**src/hw/rtl/spq_pkg.sv**
```systemverilog
package spq_pkg;

	localparam int DEPTH_DEF = 16;
	localparam int VAL_W     = 32;
	localparam int CNT_OUT_W = 5;

	typedef enum logic {
		CMD_INSERT = 1'b0,
		CMD_POP    = 1'b1
	} cmd_t;

	typedef struct packed {
		logic                    insert;
		logic                    pop;
		logic signed [VAL_W-1:0] value;
	} cell_ctrl_t;

endpackage

```
**src/hw/rtl/spq_cell.sv**
```systemverilog
module spq_cell
	import spq_pkg::*;
#(
	parameter int CNT_W = 5,
	parameter int IDX   = 0
) (
	input  logic                    clk,
	input  cell_ctrl_t              ctrl,
	input  logic [CNT_W-1:0]        count,
	input  logic signed [VAL_W-1:0] left_val,
	input  logic                    left_keep,
	input  logic signed [VAL_W-1:0] right_val,
	output logic signed [VAL_W-1:0] val,
	output logic                    keep
);

	localparam logic [CNT_W-1:0] IDX_C = CNT_W'(IDX);

	logic signed [VAL_W-1:0] val_q;
	logic                    occupied;

	assign occupied = count > IDX_C;
	// A stored value smaller than the new one stays where it is.
	assign keep     = occupied && (val_q < ctrl.value);
	assign val      = val_q;

	always_ff @(posedge clk) begin
		if (ctrl.insert) begin
			if (!keep) begin
				val_q <= left_keep ? ctrl.value : left_val;
			end
		end else if (ctrl.pop) begin
			val_q <= right_val;
		end
	end

endmodule

```
**src/hw/rtl/sorted_list_priority_queue.sv**
```systemverilog
// Sorted-list priority queue for up to DEPTH signed 32-bit values.
// Input channel s_*: s_tuser carries the command (0 insert, 1 remove
// smallest) and s_tdata the value to insert. Every input transfer gives
// exactly one output transfer on m_*: m_tdata holds the removed value
// (zero when nothing was removed) and the entry count after the item,
// m_tuser holds the popped-valid, overflow and empty flags.
// Values live in a row of cells, one per slot, kept in ascending order.
// On an insert every cell compares itself with the new value at once and
// either holds, takes the new value or takes its left neighbour's value;
// on a remove every cell takes its right neighbour's value.
// An item is processed in the cycle it is accepted, so its result appears
// in the cycle after, and one item per cycle is sustained while results are taken.
// The result sits in an output register; a new item is accepted whenever
// that register is empty or is being taken in the same cycle, so a
// stalled receiver stops the input only once a result is waiting.
// Reset empties the queue and the output register; slot contents are not
// cleared and are only read once written.
module sorted_list_priority_queue
	import spq_pkg::*;
#(
	parameter int DEPTH = DEPTH_DEF
) (
	input  logic        clk,
	input  logic        arst_n,
	input  logic        s_tvalid,
	output logic        s_tready,
	input  logic [31:0] s_tdata,  // value[31:0]
	input  logic        s_tuser,  // cmd[0]
	output logic        m_tvalid,
	input  logic        m_tready,
	output logic [39:0] m_tdata,  // popped_value[31:0], entry_count[36:32], zeros[39:37]
	output logic [2:0]  m_tuser   // popped_valid[0], overflow[1], is_empty[2]
);

	localparam int CNT_W = $clog2(DEPTH + 1);
	localparam logic [CNT_W-1:0] FULL_C = CNT_W'(DEPTH);

	logic [CNT_W-1:0]        count_q;
	logic                    accept;
	logic                    full;
	logic                    empty;
	cmd_t                    cmd;
	cell_ctrl_t              ctrl;
	logic signed [VAL_W-1:0] cell_val  [DEPTH];
	logic                    cell_keep [DEPTH];

	logic                    m_tvalid_q;
	logic signed [VAL_W-1:0] popped_q;
	logic                    pvalid_q;
	logic                    ovf_q;
	logic [CNT_W-1:0]        cnt_res_q;
	logic [31:0]             cnt_ext;

	assign cmd      = cmd_t'(s_tuser);
	assign s_tready = !m_tvalid_q || m_tready;
	assign accept   = s_tvalid && s_tready;
	assign full     = count_q == FULL_C;
	assign empty    = count_q == '0;

	assign ctrl.insert = accept && (cmd == CMD_INSERT) && !full;
	assign ctrl.pop    = accept && (cmd == CMD_POP) && !empty;
	assign ctrl.value  = $signed(s_tdata);

	for (genvar i = 0; i < DEPTH; i++) begin : g_cell
		logic signed [VAL_W-1:0] lv;
		logic                    lk;
		logic signed [VAL_W-1:0] rv;
		if (i == 0) begin : g_first
			assign lv = ctrl.value;
			assign lk = 1'b1;
		end else begin : g_mid
			assign lv = cell_val[i-1];
			assign lk = cell_keep[i-1];
		end
		if (i == DEPTH - 1) begin : g_last
			assign rv = '0;
		end else begin : g_inner
			assign rv = cell_val[i+1];
		end
		spq_cell #(
			.CNT_W(CNT_W),
			.IDX  (i)
		) u_cell (
			.clk      (clk),
			.ctrl     (ctrl),
			.count    (count_q),
			.left_val (lv),
			.left_keep(lk),
			.right_val(rv),
			.val      (cell_val[i]),
			.keep     (cell_keep[i])
		);
	end

	always_ff @(posedge clk or negedge arst_n) begin
		if (!arst_n) begin
			count_q    <= '0;
			m_tvalid_q <= 1'b0;
		end else begin
			if (ctrl.insert) begin
				count_q <= count_q + 1'b1;
			end else if (ctrl.pop) begin
				count_q <= count_q - 1'b1;
			end
			if (accept) begin
				m_tvalid_q <= 1'b1;
			end else if (m_tready) begin
				m_tvalid_q <= 1'b0;
			end
		end
	end

	always_ff @(posedge clk) begin
		if (accept) begin
			popped_q  <= ctrl.pop ? cell_val[0] : '0;
			pvalid_q  <= ctrl.pop;
			ovf_q     <= (cmd == CMD_INSERT) && full;
			if (ctrl.insert) begin
				cnt_res_q <= count_q + 1'b1;
			end else if (ctrl.pop) begin
				cnt_res_q <= count_q - 1'b1;
			end else begin
				cnt_res_q <= count_q;
			end
		end
	end

	assign cnt_ext  = 32'(cnt_res_q);
	assign m_tvalid = m_tvalid_q;
	assign m_tdata  = {3'b000, cnt_ext[CNT_OUT_W-1:0], popped_q};
	assign m_tuser  = {(cnt_res_q == '0), ovf_q, pvalid_q};

	a_count_bound: assert property (@(posedge clk) disable iff (!arst_n)
		count_q <= FULL_C)
		else $error("entry count exceeds depth");

	a_pop_count: assert property (@(posedge clk) disable iff (!arst_n)
		ctrl.pop |=> (count_q == $past(count_q) - 1'b1) && m_tuser[0])
		else $error("remove did not shrink the queue");

	a_overflow: assert property (@(posedge clk) disable iff (!arst_n)
		(accept && (cmd == CMD_INSERT) && full) |=> $stable(count_q) && m_tuser[1])
		else $error("insert into full queue not flagged");

	a_result_follows: assert property (@(posedge clk) disable iff (!arst_n)
		accept |=> m_tvalid)
		else $error("accepted item produced no result");

endmodule
```
**config.mk**
```make
export PLATFORM = sky130hd
export DESIGN_NAME = sorted_list_priority_queue
export DESIGN_NICKNAME = d
export VERILOG_FILES = /design/src/hw/rtl/spq_pkg.sv /design/src/hw/rtl/spq_cell.sv /design/src/hw/rtl/sorted_list_priority_queue.sv
export SDC_FILE = /design/constraint.sdc
export NUM_CORES = 2
export LEC_CHECK = 0
export ABC_AREA = 1
export BUFFER_PORTS_ARGS = -buffer_cell sky130_fd_sc_hd__buf_2
export CORE_MARGIN = 2
export CORE_UTILIZATION = 55
export CTS_CLUSTER_SIZE = 28
export DETAILED_ROUTE_END_ITERATION = 6
export PLACE_DENSITY = 0.82
export SKIP_CTS_REPAIR_TIMING = 1
export SYNTH_ARGS = -nofsm -noshare
export SYNTH_HDL_FRONTEND = slang
export SYNTH_HIERARCHICAL = 1
export SYNTH_SLANG_ARGS = --single-unit
```
**constraint.sdc**
```tcl
create_clock -name clk -period 7.3 [get_ports clk]
set_input_delay 0.365 -clock clk [delete_from_list [all_inputs] [get_ports clk]]
set_output_delay 0.365 -clock clk [all_outputs]
set_load 0.005 [all_outputs]
```
Word level (Yosys, flattened, before mapping)
Cells that the tools add are included.
{ "totals": {"regBits": 557, "in_bits": 37, "out_inout_bits": 45, "wordCells": 187} }
{ "op_classes": {"add_sub_neg": 2, "n_lt_le_gt_ge": 32, "eq_ne": 17, "muxes": 67, "n_bitwise": 1, "n_reduce_logical": 46} }
{ "ops": {"columns": ["op", "count"], "rows": [
  ["$mux 32", 63],
  ["$lt 32x32->1", 16],
  ["$gt 5x4->1 const B", 8],
  ["$ne 2x2->1 const B", 16],
  ["$reduce_and 2->1", 16],
  ["$logic_and 1x1->1", 22],
  ["$gt 5x3->1 const B", 4],
  ["$gt 5x1->1 const B", 2],
  ["$gt 5x2->1 const B", 2],
  ["$logic_not 5->1", 2],
  ["$mux 5", 2],
  ["$add 5x1->5 const B", 1],
  ["$eq 5x5->1 const B", 1],
  ["$sub 5x1->5 const B", 1],
  ["$reduce_bool 2->1", 2],
  ["$logic_not 1->1", 3],
  ["$mux 1", 2],
  ["$logic_or 1x1->1", 1],
  ["$not 1->1", 1]
]} }

Logic depth before layout (Yosys ltp)
{ "logic_depth": {"word_depth": 7, "depth_mapped": 19, "depth_no_buf": 18} }

Cells and area by module
Netlist, hierarchy kept.
{ "by_module_without_submodules": {"columns": ["mod", "n_inst", "cells_per_inst", "area_each_um2", "seq_area_each_um2"], "rows": [
  ["spq_cell at g_cell[10].u_cell ...", 2, 319, 2448.6, 960.9],
  ["spq_cell at g_cell[12].u_cell ...", 2, 318, 2446.1, 960.9],
  ["spq_cell at g_cell[0].u_cell ...", 2, 318, 2443.6, 960.9],
  ["spq_cell at g_cell[13].u_cell ...", 2, 317, 2438.6, 960.9],
  ["spq_cell at g_cell[9].u_cell", 1, 319, 2446.1, 960.9],
  ["spq_cell at g_cell[1].u_cell", 1, 317, 2441.1, 960.9],
  ["spq_cell at g_cell[2].u_cell", 1, 318, 2441.1, 960.9],
  ["spq_cell at g_cell[6].u_cell", 1, 317, 2439.8, 960.9],
  ["spq_cell at g_cell[11].u_cell", 1, 316, 2438.6, 960.9],
  ["spq_cell at g_cell[3].u_cell", 1, 316, 2437.3, 960.9],
  ["spq_cell at g_cell[5].u_cell", 1, 314, 2436.1, 960.9],
  ["spq_cell at g_cell[15].u_cell", 1, 315, 2431.1, 960.9],
  ["sorted_list_priority_queue", 1, 175, 1949.4, 1321.3]
]} }

Worst setup path after synthesis
Ideal clock, no wire load.
{ "synth_path": {"path_kind": "register -> register", "start": "reg count_q[1]", "end": "reg g_cell[0].u_cell.val_q[0], enable pin", "setup_time_ns": 0.478, "arrival_ns": 3.619, "t_required_ns": 6.822, "slack_ns": 3.203, "path_stages_with_launch": 10, "path_buffers": 1, "period_less_slack_ns": 4.097, "path_cell_list": "dfrtp_1 inv_1 ha_1 nand3_2 nand2_2 inv_1 inv_1 clkbuf_1 nand2_1 nand2_1"} }
{ "synth_lines": {"columns": ["element", "line_no", "text"], "rows": [
  ["start: declaration", "sorted_list_priority_queue.sv:38", "logic [CNT_W-1:0] count_q;"],
  ["start signal: assignment", "sorted_list_priority_queue.sv:101", "count_q <= count_q + 1'b1;"],
  ["start signal: assignment", "sorted_list_priority_queue.sv:103", "count_q <= count_q - 1'b1;"],
  ["end signal: assignment", "spq_cell.sv:30", "val_q <= left_keep ? ctrl.value : left_val;"],
  ["end signal: assignment", "spq_cell.sv:33", "val_q <= right_val;"],
  ["end: declaration", "spq_cell.sv:19", "logic signed [VAL_W-1:0] val_q;"]
]} }

==> impl_metrics.tcl <==
set metrics [dict create \
    hold_viol 0 \
    routed_wl_mm 109 \
    gp_congestion 0.929 \
    cp-end-kind "register" \
    status "complete, no violations" \
    peakVddDrop_mv 0.208 \
    required_ns 7.60 \
    track_usage 0.280 \
    grt_overflow_total 0 \
    tns_ns 0 \
    slew_violations 0 \
    setup_viol 0 \
    htree_levels 2 \
    cts_sinks 557 \
    tritoncts "done" \
    rsz0062_at_grt "false" \
    min_period_over_period 0.552 \
    via_count 36487 \
    drc 0 \
    final_util 0.599 \
    design.die.area_um2 76800 \
    core.rowCount 100 \
    area_growth_pct 8.13 \
    post-place-cells 6192 \
    viasPerCell 5.78 \
    multi_input_area_um2 20900 \
    hold_path.class "primary input to register" \
    max_cap_viol_count 0 \
    cts_made_buffers 61 \
    avgRoutedWirePerCell_um 17.3 \
    dp_hpwl_mm 79.3 \
    cts.clk_slew.worst_paths_ns 0.06 \
    grt_pass1_wl_mm 178 \
    clk_latency_ns 0.66 \
    fillers 6178 \
    worst_slew_pin_slew_ns 1.21 \
    skew_ns 0.0210 \
    synth_cells 5250 \
    leakage_nw 21.0 \
    cp_data_arrival_time_ns 4.33 \
    crit_type "register to register" \
    period_needed_ns 4.03 \
    post_dp_cell_area_um2 42400 \
    start_kind "register" \
    synth_warnings 6 \
    drt_iter0_drc 3596 \
    die_w_um 277 \
    seq_area_um2 16700 \
    syn_avg_cell_area_um2 7.81 \
    synth.cell_area_um2 41000 \
    core-area_um2 74100 \
    port_buffers 78 \
    fmax_mhz 248 \
    grt_pass1_vias 35369 \
    detail-route-antenna-nets 0 \
    drt_first_pass_iters 6 \
    final_cells 6310 \
    cts.path.max_buffers 3 \
    critPathMaxFanout 155 \
    grt_antenna_before_repair 4 \
    initial_utilization 0.554 \
    grt_max_degree 156 \
    slew_headroom 0.192 \
    io_pins 82 \
    power.density_nw_per_um2 273 \
    fin_area_um2 44300 \
    final_nets 5822 \
    die_y_um 277 \
    cts_root_buf "clkbuf_16" \
    drive_gt1_frac 0.0642 \
]
[critical path: stages (launching register included)]
cell and delay, ns:
dfrtp_1 0.73, inv_1 0.13, ha_1 0.28, nand3_2 0.15
nand2_2 0.17, inv_8 0.54, buf_12 0.40, buf_4 0.50
nand2_1 0.11, nand2_1 0.07, buf_4 0.39
[report_power, final]
part | switching [W] | internal [W] | leakage [nW]
clock | 0.00135 | 0.00171 | 0.947
sequential | 0.000554 | 0.00438 | 5.30
combinational | 0.00288 | 0.00124 | 14.8
[per-stage QoR]
stage / total power [W] / setup slack [ns] / hold slack [ns]
after global placement: 0.00878 / 3.14 / 0.235
after global routing: 0.0129 / 3.01 / 0.0337
after detailed placement: 0.00899 / 2.94 / 0.236
final: 0.0121 / 3.27 / 0.0184
after floorplan: 0.00770 / 3.20 / 0.0694
after CTS: 0.0121 / 3.37 / -0.448
[worst paths after layout]
path | depth (start not counted) | slack, ns | startpoint | endpoint
max in group asynchronous | 2 | 7.00 | arst_n | count_q[3]
worst max-delay path | 10 | 3.27 | count_q[1] | g_cell[15].u_cell/val[3]
min in group asynchronous | 2 | 0.11 | arst_n | m_tvalid
worst max register to register | 10 | 3.27 | count_q[1] | g_cell[15].u_cell/val[3]
worst min-delay path | 4 | 0.02 | m_tready | m_tvalid
worst min register to register | 2 | 0.56 | g_cell[15].u_cell/val[28] | g_cell[14].u_cell/val[28]
[layout by cell type, fill, tap and decap left out, types with 2 or more instances in the layout]
master	instances
clkinv_2	13
buf_4	55
nand2_4	2
nand3_1	63
nor3_2	16
nand2_1	1076
nor2_4	2
edfxtp_1	551
clkbuf_16	61
nand2_2	2
inv_6	2
nand4_1	16
nor2_1	667
buf_2	78
inv_1	709
o21a_2	11
bufinv_16	4
dfrtp_1	6
clkinvlp_4	4
clkbuf_8	4
clkbuf_1	9
clkinv_1	16
o21a_1	2
conb_1	41
o21ai_0	1010
ha_1	498
nand3_2	18
nor2_2	20
nor3_1	19
diode_2	2
inv_2	28
o21ai_1	79
a21oi_1	224
a21oi_2	16
[area by class of cell]
type | count | share of cell area
diodes | 2 | 0.000113
clock buffers | 74 | 0.0364
clock inverters | 41 | 0.00725
inverters | 738 | 0.0626
multi-input cells | 3794 | 0.471
flip-flops and latches | 557 | 0.377
well taps | 969 | 0.0273
repair buffers | 135 | 0.0188
[registers in the layout, indices dropped and copies added, names as in the netlist]
| register | cells |
|---|---|
| g_cell.u_cell/val | 512 |
| popped_q | 32 |
| cnt_res_q | 5 |
| count_q | 5 |
| m_tvalid | 1 |
| ovf_q | 1 |
| pvalid_q | 1 |
[routing by layer]
| layer | vias to the layer above | track usage | part of all wire |
|---|---|---|---|
| met3 | 259 | 0.0278 | 0.076 |
| met2 | 1698 | 0.482 | 0.47 |
| met5 | - | 0 | 0 |
| li1 | 17536 | - | - |
| met1 | 16994 | 0.363 | 0.41 |
| met4 | 0 | 0.113 | 0.041 |
No activity file was read; power rests on OpenSTA's default activity.
